**src/rtl/fas_pkg.sv**
```systemverilog
// fas_pkg: widths and item types for the fraction add/subtract block
// no dependencies; imported by fas_div and fraction_add_subtract_top
package fas_pkg;

  // field widths
  localparam int NUM_WIDTH  = 16;
  localparam int DEN_WIDTH  = 16;
  localparam int RES_NUM_W  = 33;
  localparam int RES_DEN_W  = 32;

  // divider step counter and gcd shift counter widths
  localparam int CNT_W = $clog2(DEN_WIDTH + 1);
  localparam int K_W   = $clog2(DEN_WIDTH);

  // shared multiplier: signed operand a covers numerators and denominators
  localparam int MA_W  = ((NUM_WIDTH > DEN_WIDTH) ? NUM_WIDTH : DEN_WIDTH) + 1;
  localparam int MB_W  = DEN_WIDTH + 1;
  localparam int P_W   = MA_W + MB_W;
  localparam int SUM_W = P_W + 1;

  // operation codes
  localparam logic OP_ADD = 1'b0;
  localparam logic OP_SUB = 1'b1;

  typedef logic [DEN_WIDTH-1:0] den_t;

  typedef struct packed {
    logic                        operation;
    logic signed [NUM_WIDTH-1:0] num_a;
    logic [DEN_WIDTH-1:0]        den_a;
    logic signed [NUM_WIDTH-1:0] num_b;
    logic [DEN_WIDTH-1:0]        den_b;
  } fas_in_t;

  typedef struct packed {
    logic signed [RES_NUM_W-1:0] result_num;
    logic [RES_DEN_W-1:0]        result_den;
    logic                        bad_denominator;
  } fas_out_t;

endpackage

```
**src/rtl/fraction_add_subtract_top.sv**
```systemverilog
// fraction_add_subtract_top: adds or subtracts two fractions over their lcm
// depends on fas_pkg and fas_div
//
// An item is taken when start is high and busy is low; busy then stays high
// until the result appears for one cycle with out_valid, and the receiver
// must take it then. Before the result strobe come, in order: a binary gcd
// loop (data dependent), two 16-step divisions on the shared divider, three
// passes through one shared multiplier and a final add. An item with a zero
// denominator skips straight to the final state and returns zeros with
// bad_denominator set.
module fraction_add_subtract_top (
  input  logic              clk,
  input  logic              rst_n,
  input  logic              start,
  output logic              busy,
  input  fas_pkg::fas_in_t  in_item,
  output logic              out_valid,
  output fas_pkg::fas_out_t out_item
);
  import fas_pkg::*;

  // sequencer codes
  localparam logic [3:0] ST_IDLE    = 4'd0;
  localparam logic [3:0] ST_GCD     = 4'd1;
  localparam logic [3:0] ST_QB_GO   = 4'd2;
  localparam logic [3:0] ST_QB_WAIT = 4'd3;
  localparam logic [3:0] ST_QA_GO   = 4'd4;
  localparam logic [3:0] ST_QA_WAIT = 4'd5;
  localparam logic [3:0] ST_MUL_L   = 4'd6;
  localparam logic [3:0] ST_MUL_A   = 4'd7;
  localparam logic [3:0] ST_MUL_B   = 4'd8;
  localparam logic [3:0] ST_SUM     = 4'd9;

  logic [3:0]                  state_r, state_nxt;
  logic                        out_valid_r, out_valid_nxt;
  fas_out_t                    out_item_r, out_item_nxt;

  // operand registers
  logic                        sub_r, sub_nxt;
  logic                        bad_r, bad_nxt;
  logic signed [NUM_WIDTH-1:0] na_r, na_nxt;
  logic signed [NUM_WIDTH-1:0] nb_r, nb_nxt;
  den_t                        da_r, da_nxt;
  den_t                        db_r, db_nxt;

  // gcd loop registers
  den_t                        x_r, x_nxt;
  den_t                        y_r, y_nxt;
  logic [K_W-1:0]              k_r, k_nxt;
  den_t                        g_r, g_nxt;

  // quotients and products
  den_t                        qa_r, qa_nxt;
  den_t                        qb_r, qb_nxt;
  logic signed [P_W-1:0]       prod_r, prod_nxt;
  logic signed [P_W-1:0]       sa_r, sa_nxt;
  logic [RES_DEN_W-1:0]        lcm_r, lcm_nxt;

  logic                        accept;
  logic [DEN_WIDTH:0]          d_xy;
  logic [DEN_WIDTH:0]          d_yx;
  logic                        div_start;
  den_t                        div_dividend;
  logic                        div_done;
  den_t                        div_quot;
  logic signed [MA_W-1:0]      mul_a;
  logic signed [MB_W-1:0]      mul_b;
  logic signed [SUM_W-1:0]     sum_a;
  logic signed [SUM_W-1:0]     sum_b;
  logic signed [SUM_W-1:0]     sum_r;

  assign accept = start && !busy;
  assign busy   = (state_r != ST_IDLE);

  // gcd subtractor, compare from the borrow
  assign d_xy = {1'b0, x_r} - {1'b0, y_r};
  assign d_yx = {1'b0, y_r} - {1'b0, x_r};

  // shared divider: db/g first, then da/g
  assign div_start    = (state_r == ST_QB_GO) || (state_r == ST_QA_GO);
  assign div_dividend = (state_r == ST_QB_GO) ? db_r : da_r;

  fas_div u_div (
    .clk      (clk),
    .rst_n    (rst_n),
    .start    (div_start),
    .dividend (div_dividend),
    .divisor  (g_r),
    .done     (div_done),
    .quotient (div_quot)
  );

  // shared multiplier operand select
  always_comb begin
    case (state_r)
      ST_MUL_A: begin
        mul_a = MA_W'(na_r);
        mul_b = {1'b0, qb_r};
      end
      ST_MUL_B: begin
        mul_a = MA_W'(nb_r);
        mul_b = {1'b0, qa_r};
      end
      default: begin
        mul_a = MA_W'(da_r);
        mul_b = {1'b0, qb_r};
      end
    endcase
  end

  // final add or subtract
  assign sum_a = SUM_W'(sa_r);
  assign sum_b = SUM_W'(prod_r);
  assign sum_r = (sub_r == OP_SUB) ? (sum_a - sum_b) : (sum_a + sum_b);

  // sequencer
  always_comb begin
    state_nxt     = state_r;
    out_valid_nxt = 1'b0;
    out_item_nxt  = out_item_r;
    sub_nxt       = sub_r;
    bad_nxt       = bad_r;
    na_nxt        = na_r;
    nb_nxt        = nb_r;
    da_nxt        = da_r;
    db_nxt        = db_r;
    x_nxt         = x_r;
    y_nxt         = y_r;
    k_nxt         = k_r;
    g_nxt         = g_r;
    qa_nxt        = qa_r;
    qb_nxt        = qb_r;
    prod_nxt      = prod_r;
    sa_nxt        = sa_r;
    lcm_nxt       = lcm_r;
    unique case (state_r)
      ST_IDLE: begin
        if (accept) begin
          sub_nxt = in_item.operation;
          na_nxt  = in_item.num_a;
          nb_nxt  = in_item.num_b;
          da_nxt  = in_item.den_a;
          db_nxt  = in_item.den_b;
          x_nxt   = in_item.den_a;
          y_nxt   = in_item.den_b;
          k_nxt   = '0;
          bad_nxt = (in_item.den_a == '0) || (in_item.den_b == '0);
          state_nxt = bad_nxt ? ST_SUM : ST_GCD;
        end
      end
      // binary gcd, one step per cycle
      ST_GCD: begin
        if (x_r == '0) begin
          g_nxt     = y_r << k_r;
          state_nxt = ST_QB_GO;
        end else if (y_r == '0) begin
          g_nxt     = x_r << k_r;
          state_nxt = ST_QB_GO;
        end else if (!x_r[0] && !y_r[0]) begin
          x_nxt = x_r >> 1;
          y_nxt = y_r >> 1;
          k_nxt = k_r + K_W'(1);
        end else if (!x_r[0]) begin
          x_nxt = x_r >> 1;
        end else if (!y_r[0]) begin
          y_nxt = y_r >> 1;
        end else if (!d_xy[DEN_WIDTH]) begin
          x_nxt = d_xy[DEN_WIDTH:1];
        end else begin
          y_nxt = d_yx[DEN_WIDTH:1];
        end
      end
      ST_QB_GO: begin
        state_nxt = ST_QB_WAIT;
      end
      ST_QB_WAIT: begin
        if (div_done) begin
          qb_nxt    = div_quot;
          state_nxt = ST_QA_GO;
        end
      end
      ST_QA_GO: begin
        state_nxt = ST_QA_WAIT;
      end
      ST_QA_WAIT: begin
        if (div_done) begin
          qa_nxt    = div_quot;
          state_nxt = ST_MUL_L;
        end
      end
      // lcm = da * (db / g)
      ST_MUL_L: begin
        prod_nxt  = P_W'(mul_a) * P_W'(mul_b);
        state_nxt = ST_MUL_A;
      end
      // na * (db / g)
      ST_MUL_A: begin
        lcm_nxt   = prod_r[RES_DEN_W-1:0];
        prod_nxt  = P_W'(mul_a) * P_W'(mul_b);
        state_nxt = ST_MUL_B;
      end
      // nb * (da / g)
      ST_MUL_B: begin
        sa_nxt    = prod_r;
        prod_nxt  = P_W'(mul_a) * P_W'(mul_b);
        state_nxt = ST_SUM;
      end
      ST_SUM: begin
        out_valid_nxt = 1'b1;
        if (bad_r) begin
          out_item_nxt.result_num      = '0;
          out_item_nxt.result_den      = '0;
          out_item_nxt.bad_denominator = 1'b1;
        end else begin
          out_item_nxt.result_num      = sum_r[RES_NUM_W-1:0];
          out_item_nxt.result_den      = lcm_r;
          out_item_nxt.bad_denominator = 1'b0;
        end
        state_nxt = ST_IDLE;
      end
      default: begin
        state_nxt = ST_IDLE;
      end
    endcase
  end

  // control state
  always_ff @(posedge clk) begin
    if (!rst_n) begin
      state_r     <= ST_IDLE;
      out_valid_r <= 1'b0;
    end else begin
      state_r     <= state_nxt;
      out_valid_r <= out_valid_nxt;
    end
  end

  // datapath
  always_ff @(posedge clk) begin
    out_item_r <= out_item_nxt;
    sub_r      <= sub_nxt;
    bad_r      <= bad_nxt;
    na_r       <= na_nxt;
    nb_r       <= nb_nxt;
    da_r       <= da_nxt;
    db_r       <= db_nxt;
    x_r        <= x_nxt;
    y_r        <= y_nxt;
    k_r        <= k_nxt;
    g_r        <= g_nxt;
    qa_r       <= qa_nxt;
    qb_r       <= qb_nxt;
    prod_r     <= prod_nxt;
    sa_r       <= sa_nxt;
    lcm_r      <= lcm_nxt;
  end

  assign out_valid = out_valid_r;
  assign out_item  = out_item_r;

  // an accepted item holds off the next one
  a_accept_busy: assert property (@(posedge clk) disable iff (!rst_n)
    accept |=> busy)
    else $error("busy not raised after accept");

  // result strobe lasts one cycle
  a_strobe_pulse: assert property (@(posedge clk) disable iff (!rst_n)
    out_valid |=> !out_valid)
    else $error("result strobe longer than one cycle");

  // error result carries zeros
  a_bad_zero: assert property (@(posedge clk) disable iff (!rst_n)
    (out_valid && out_item.bad_denominator) |->
      (out_item.result_num == '0 && out_item.result_den == '0))
    else $error("error result not zeroed");

  // a good item never yields a zero lcm
  a_lcm_nonzero: assert property (@(posedge clk) disable iff (!rst_n)
    (out_valid && !out_item.bad_denominator) |-> out_item.result_den != '0)
    else $error("zero lcm on good item");

  // gcd never starts a division by zero
  a_div_nonzero: assert property (@(posedge clk) disable iff (!rst_n)
    div_start |-> g_r != '0)
    else $error("division by zero gcd");

endmodule

```
**src/rtl/fas_div.sv**
```systemverilog
// fas_div: iterative restoring divider, one quotient bit per cycle
// depends on fas_pkg for the denominator width and counter width
module fas_div (
  input  logic         clk,
  input  logic         rst_n,
  input  logic         start,
  input  fas_pkg::den_t dividend,
  input  fas_pkg::den_t divisor,
  output logic         done,
  output fas_pkg::den_t quotient
);
  import fas_pkg::*;

  logic [CNT_W-1:0]   cnt_r, cnt_nxt;
  logic               done_r, done_nxt;
  den_t               rem_r, rem_nxt;
  den_t               quo_r, quo_nxt;
  den_t               dsr_r, dsr_nxt;
  logic [DEN_WIDTH:0] shifted;
  logic [DEN_WIDTH:0] trial;

  // shift in the next dividend bit and try the subtract
  assign shifted = {rem_r, quo_r[DEN_WIDTH-1]};
  assign trial   = shifted - {1'b0, dsr_r};

  always_comb begin
    cnt_nxt  = cnt_r;
    rem_nxt  = rem_r;
    quo_nxt  = quo_r;
    dsr_nxt  = dsr_r;
    done_nxt = (cnt_r == CNT_W'(1));
    if (start) begin
      cnt_nxt  = CNT_W'(DEN_WIDTH);
      rem_nxt  = '0;
      quo_nxt  = dividend;
      dsr_nxt  = divisor;
      done_nxt = 1'b0;
    end else if (cnt_r != '0) begin
      cnt_nxt = cnt_r - CNT_W'(1);
      quo_nxt = {quo_r[DEN_WIDTH-2:0], ~trial[DEN_WIDTH]};
      if (!trial[DEN_WIDTH]) begin
        rem_nxt = trial[DEN_WIDTH-1:0];
      end else begin
        rem_nxt = shifted[DEN_WIDTH-1:0];
      end
    end
  end

  // control state
  always_ff @(posedge clk) begin
    if (!rst_n) begin
      cnt_r  <= '0;
      done_r <= 1'b0;
    end else begin
      cnt_r  <= cnt_nxt;
      done_r <= done_nxt;
    end
  end

  // datapath
  always_ff @(posedge clk) begin
    rem_r <= rem_nxt;
    quo_r <= quo_nxt;
    dsr_r <= dsr_nxt;
  end

  assign done     = done_r;
  assign quotient = quo_r;

  // done comes only once the step count has run out
  a_done_idle: assert property (@(posedge clk) disable iff (!rst_n)
    done_r |-> cnt_r == '0)
    else $error("divider done while still stepping");

  // a start loads the full step count
  a_start_load: assert property (@(posedge clk) disable iff (!rst_n)
    start |=> cnt_r == CNT_W'(DEN_WIDTH))
    else $error("divider start did not load step count");

  // done follows the last step
  a_done_after: assert property (@(posedge clk) disable iff (!rst_n)
    (cnt_r == CNT_W'(1) && !start) |=> done_r)
    else $error("divider missed done");

endmodule

```
**config.mk**
```make
export PLATFORM = sky130hd
export DESIGN_NAME = fraction_add_subtract_top
export DESIGN_NICKNAME = d
export VERILOG_FILES = /design/src/rtl/fas_pkg.sv /design/src/rtl/fraction_add_subtract_top.sv /design/src/rtl/fas_div.sv
export SDC_FILE = /design/constraint.sdc
export NUM_CORES = 1
export LEC_CHECK = 0
export BUFFER_PORTS_ARGS = -buffer_cell sky130_fd_sc_hd__buf_2
export CAP_MARGIN = 20
export CORE_AREA = 4 4 231 233
export DETAILED_ROUTE_END_ITERATION = 7
export DIE_AREA = 0 0 235 237
export HOLD_SLACK_MARGIN = 0.03
export PLACE_DENSITY = 0.75
export SYNTH_ARGS = -nofsm -noshare
export SYNTH_HDL_FRONTEND = slang
export SYNTH_HIERARCHICAL = 1
export SYNTH_SLANG_ARGS = --single-unit
```
**constraint.sdc**
```tcl
create_clock -name clk -period 10.94 [get_ports clk]
set_input_delay 3.282 -clock clk [delete_from_list [all_inputs] [get_ports clk]]
set_output_delay 3.282 -clock clk [all_outputs]
set_load 0.03 [all_outputs]
```
After elaboration in Yosys (flattened, before gate mapping)
Cells that the tools add are included.
{"block": "word_totals", "ff_bits": 373, "output_inout_bits": 68, "wordCells": 131}
{"block": "op_classes", "add_sub_neg": 7, "mul": 1, "eq_ne": 21, "shift": 2, "muxes": 41, "bitwise_logic": 2, "reduce_logical": 29}
{"op": "$mux 16", "count": 21}
{"op": "$logic_not 16->1", "count": 4}
{"op": "$pmux 16 s2", "count": 2}
{"op": "$mux 4", "count": 10}
{"op": "$pmux 4 s9", "count": 1}
{"op": "$pmux 17 s2", "count": 1}
{"op": "$sub 16x16->17", "count": 2}
{"op": "$add 33x33->33", "count": 1}
{"op": "$mul 17x17->33", "count": 1}
{"op": "$mux 33", "count": 1}
{"op": "$sub 33x33->33", "count": 1}
{"op": "$shl 16x4->16", "count": 2}
{"op": "$sub 17x16->17", "count": 1}
{"op": "$eq 4x3->1 const B", "count": 4}
{"op": "$ne 4x4->1 const B", "count": 3}
{"op": "$reduce_and 6->1", "count": 2}
{"op": "$mux 5", "count": 2}
{"op": "$reduce_and 5->1", "count": 2}
{"op": "$eq 4x2->1 const B", "count": 2}
{"op": "$eq 4x4->1 const B", "count": 2}
{"op": "$ne 2x2->1 const B", "count": 4}
{"op": "$pmux 4 s2", "count": 1}
{"op": "$reduce_and 2->1", "count": 4}
{"op": "$reduce_and 4->1", "count": 2}
{"op": "other kinds (17)", "count": 27}

Longest topological paths before layout
{"block": "logic_depth", "depth_word": 8, "mapped_depth": 30, "depth_no_buf": 27}

By module
Netlist, hierarchy kept.
{"module": "fraction_add_subtract_top", "instances": 1, "cells_per_inst": 2574, "area_each_um2": 26517.9}
{"module": "fas_div", "instances": 1, "cells_per_inst": 282, "area_each_um2": 2997.9}

Least setup slack after synthesis
Ideal clock, no wire load.
{"block": "synth_timing", "path_kind": "register to register", "start": "reg state_r[1]", "end": "reg prod_r[29] (data pin)", "t_arrival_ns": 7.936, "required_time_ns": 10.678, "setup_slack_ns": 2.742, "path_stages_with_launch": 27, "n_path_buf": 3, "synth_period_minus_slack_ns": 8.198, "path_cell_list": "dfxtp_1 nor2b_1 and3_1 clkbuf_1 buf_1 a22oi_1 nand2_1 clkbuf_1 nand2_1 fa_1 fa_1 inv_1 fa_1 fa_1 fa_1 inv_1 fa_1 inv_1 ha_1 a21o_1 a21o_1 a221o_1 o2bb2ai_1 a311oi_1 nor4_1 a211oi_1 xnor2_1"}
{"block": "synth_via", "elab_chain_cells": 3, "word_cells_on_any_way": 5, "cone_classes": "mul (1); eq/ne (2); mux (2)"}
{"element": "from (decl)", "line": "fraction_add_subtract_top.sv:34", "source": "logic [3:0] state_r, state_nxt;"}
{"element": "from (signal assigned)", "line": "fraction_add_subtract_top.sv:233", "source": "state_r <= state_nxt;"}
{"element": "$eq 4x4->1 or $eq 4x3->1 (tied branches)", "line": "fraction_add_subtract_top.sv:95, fraction_add_subtract_top.sv:136"}
{"element": "$pmux 17 s2 or $mux 16 (tied branches)", "line": "fraction_add_subtract_top.sv:95", "source": "case (state_r)"}
{"element": "$mul 17x17->33 (*)", "line": "fraction_add_subtract_top.sv:193, fraction_add_subtract_top.sv:199, fraction_add_subtract_top.sv:205"}
{"element": "to (signal assigned)", "line": "fraction_add_subtract_top.sv:253", "source": "prod_r <= prod_nxt;"}
{"element": "to (decl)", "line": "fraction_add_subtract_top.sv:55", "source": "logic signed [P_W-1:0] prod_r, prod_nxt;"}
Every way passes the cells marked *; elsewhere a longest branch is shown, timed or not.
A chain may end at the register's enable or synchronous reset.

Worst setup path after layout
Ends and elaborated chain as after synthesis.

==> summary.md <==
| Metric | Value |
|---|---|
| Run status | finished clean |
| Critical Path End | prod_r[29] |
| Count of different cell masters after synthesis | 75 |
| Most used DFF post-synth | edfxtp_1 |
| Syn Std Cell Area | 29500 um2 |
| Global Route Usage Sum | 0.247 |
| CP required | 11260 ps |
| Wire length of the first global-routing pass | 112 mm |
| Maximum number of pins on one net before global-route repair | 68 |
| Sum of buffers and inverters on the critical path | 6 |
| Crit path kind | reg2reg |
| Final hold vios | 0 |
| Number of instances in the synthesized netlist | 2856 |
| Worst path top cell family by delay | adder cells |
| Antenna violations before repair | 0 |
| Number of global-route vias before repair | 21400 |
| MaxCap Viol Count | 0 |
| Antenna diode instance count | 0 |
| Detail Placement HPWL | 53.9 mm |
| Net count after synthesis | 3369 |
| Clock latency of the later-clocked register in the worst-skew pair | 580 ps |
| Worst path slowest cell | a311oi_1 |
| Final slew viol count | 0 |
| Routed len/inst | 18.8 um |
| Final period utilization | 0.762 |
| Count of antenna-violating nets left after detailed routing | 0 |
| Worst hold path class | reg2reg |
| Die X | 235 um |
| Last weighted congestion value of the routability-driven placer | 0.956 |
| IO Pins | 136 |
| Detailed-route wire length | 68.9 mm |
| Post-CTS setup buffers | 0 |
| Remaining global-route overflow | 0 |
| CTS tree | done |
| Share of flip-flops with an asynchronous set or reset | 0 |
| Total of endpoints with negative setup slack in the final report | 0 |
| Y dimension of the die | 237 um |
| Fmax achieved | 120 MHz |
| Effective utilization at floorplan | 0.577 |
| Starting DRC count in detailed routing | 1790 |
| Core Area | 51200 um2 |
| First element of the critical path | state_r[1] |
| Row count | 83 |
| Crit path capture type | flop |
| Via density per instance | 5.71 |
| Cell type with the highest occurrence count on the critical path | fa_1 |
| Flip-flop and latch count after synthesis | 373 |
| Total Die Area | 55700 um2 |
| Number of hold buffers added after cts | 0 |
| Stages on worst setup path | 26 |
| Worst Reg2Reg Path Length in Cells | 26 |
| Number of CTS-inserted buffers | 42 |
| Worst path max stage delay | 640 ps |
| Setup TNS after final layout | 0 ps |
| R2r startpoint | state_r[1] |
| Routed via count | 21000 |
| Total non-filler cell area in the finished layout | 32200 um2 |
| Setup slack of the most critical reg-to-reg path | 2610 ps |
| Count of clock tree sinks | 373 |
| Ratio of cells with drive above 1 in the final layout | 0.0997 |
| Resized cells post-CTS | 0 |
| H-tree Lvls | 2 |
| Number of search-and-repair iterations in the first detailed-routing pass | 5 |
| Endpoint of the worst register-to-register path | prod_r[29] |
| Signed area change from the synthesized netlist to the final layout | 9.02% |
| Time the worst path needs with I/O delays and setup | 8330 ps |
| Post-Route Skew | 27.0 ps |
| Total cell area at the placement stage | 30800 um2 |
| RSZ-0062 raised after global routing | no |
| Maximum root-to-sink buffer count | 3 |
| Syn avg cell area | 10.3 um2 |
| Number of remaining DRC errors | 0 |
| Worst-margin pin slew | 1120 ps |
| Sequential element share of the synthesized area | 0.370 |
| Post-synth EDFFs | 346 |
| Arr. time, crit path | 8660 ps |
| Net count reported at finish | 3472 |
| # port buffers | 135 |
| Setup crit start kind | flop |
| Synth Warn # | 6 |
| Worst slew margin relative to its limit | 0.255 |
| Clock transition at path regs | 60 ps |
| Largest fanout of any net on the critical path | 37 |
| Clock root buffer | clkbuf_16 |
registers in the layout, summed over array words and instances, names as in the netlist, 5 cells and up:
register and cells:
out_item 66, u_div/dsr_r 16, na_r 16, y_r 16, sa_r 33, u_div/cnt_r 5
g_r 16, u_div/quotient 16, lcm_r 32, db_r 16, u_div/rem_r 16, nb_r 16
qb_r 16, x_r 16, qa_r 16, prod_r 33, da_r 16
stage by stage:
stage / hold WS [ps] / worst slack, ps / instances / utilization
after floorplan: 400 / 2740 / 2856 / -
after global placement: 401 / 2790 / 3592 / 0.602
after detailed placement: 405 / 2560 / 3593 / 0.602
after CTS: 403 / 2560 / 3668 / 0.628
after global routing: 415 / 2080 / 3670 / 0.629
final: 412 / 2610 / 3670 / 0.629
cells in the mapped netlist (all sizes together) (24+ instances only):
cell	instances	area, um2
a211oi	25	188
fa	278	5570
xor2	27	255
a21o	36	270
nand3	27	140
nand2b	29	181
mux2	57	642
o21ai	93	473
inv	451	1690
nor4	24	156
a21oi	130	651
mux2i	58	581
ha	167	2090
nand2	255	957
xnor2	103	902
nor2	284	1070
nor2b	56	350
and2	26	163
clkbuf	89	334
edfxtp	346	10400
a31oi	26	163
dfxtp	27	541
nor3	51	255
cell usage in the layout (no fill, tap or decap), types with 12 or more instances in the layout:
master / instances
and2_1: 26
a21oi_1: 130
xnor2_1: 103
o21bai_1: 18
nand4_1: 12
a22oi_1: 18
a211oi_1: 25
a31oi_1: 26
nor2b_1: 56
o21ai_0: 88
nand2b_1: 29
nor2_1: 282
a21o_1: 36
ha_1: 167
nor3_1: 49
nand2_1: 255
fa_1: 278
mux2_2: 57
clkbuf_16: 43
dfxtp_1: 27
nor4_1: 23
nand3_1: 26
xor2_1: 26
buf_4: 23
mux2i_1: 58
inv_1: 451
edfxtp_1: 346
buf_2: 135
or3_1: 12
final cells by class:
cell class	count	area (um2)
Sequential cell	373	10900
Timing Repair Buffer	159	860
Inverter	452	1700
Clock buffer	51	1110
Fill cell	4084	19000
Multi-Input combinational cell	1931	16500
Clock inverter	24	220
Tap cell	680	851
metal layers:
metal  global-route usage  vias up  wire [um]  part of all wire
met3               0.0348      183       4790             0.069
met1                0.336    10200      29000              0.42
met4               0.0956        0       2810             0.041
met5                    0        -          0                 0
li1                     -     9757          -                 -
met2                0.408      840      32300              0.47
logic make-up (layout without fill, tap and decap cells):
kind of cell               after synthesis  count (layout)  synth area share
muxes                                  116             116            0.0422
DFF                                    373             373             0.370
adders and majority gates              445             445             0.259
xor gates and xnor gates               130             130            0.0392
and+or+nand+nor                        805             805             0.123
AOI/OAI and AO/OA                      435             435            0.0945
buffers and inverters                  552             686            0.0709
worst min path at each step:
stage / start / slack (ps) / cells after the start / end
5_1_grt: g_r[1] / 410 / 0 / u_div/dsr_r[1]
6_report: g_r[1] / 410 / 0 / u_div/dsr_r[1]
3_3_place_gp: g_r[7] / 400 / 0 / u_div/dsr_r[7]
4_1_cts: g_r[15] / 400 / 0 / u_div/dsr_r[15]
3_5_place_dp: g_r[1] / 400 / 0 / u_div/dsr_r[1]
2_1_floorplan: g_r[0] / 400 / 0 / u_div/dsr_r[0]
Power is left out: the tool's default activity adds up to more than one toggle a clock period on the data nets, which glitch-free logic cannot reach.
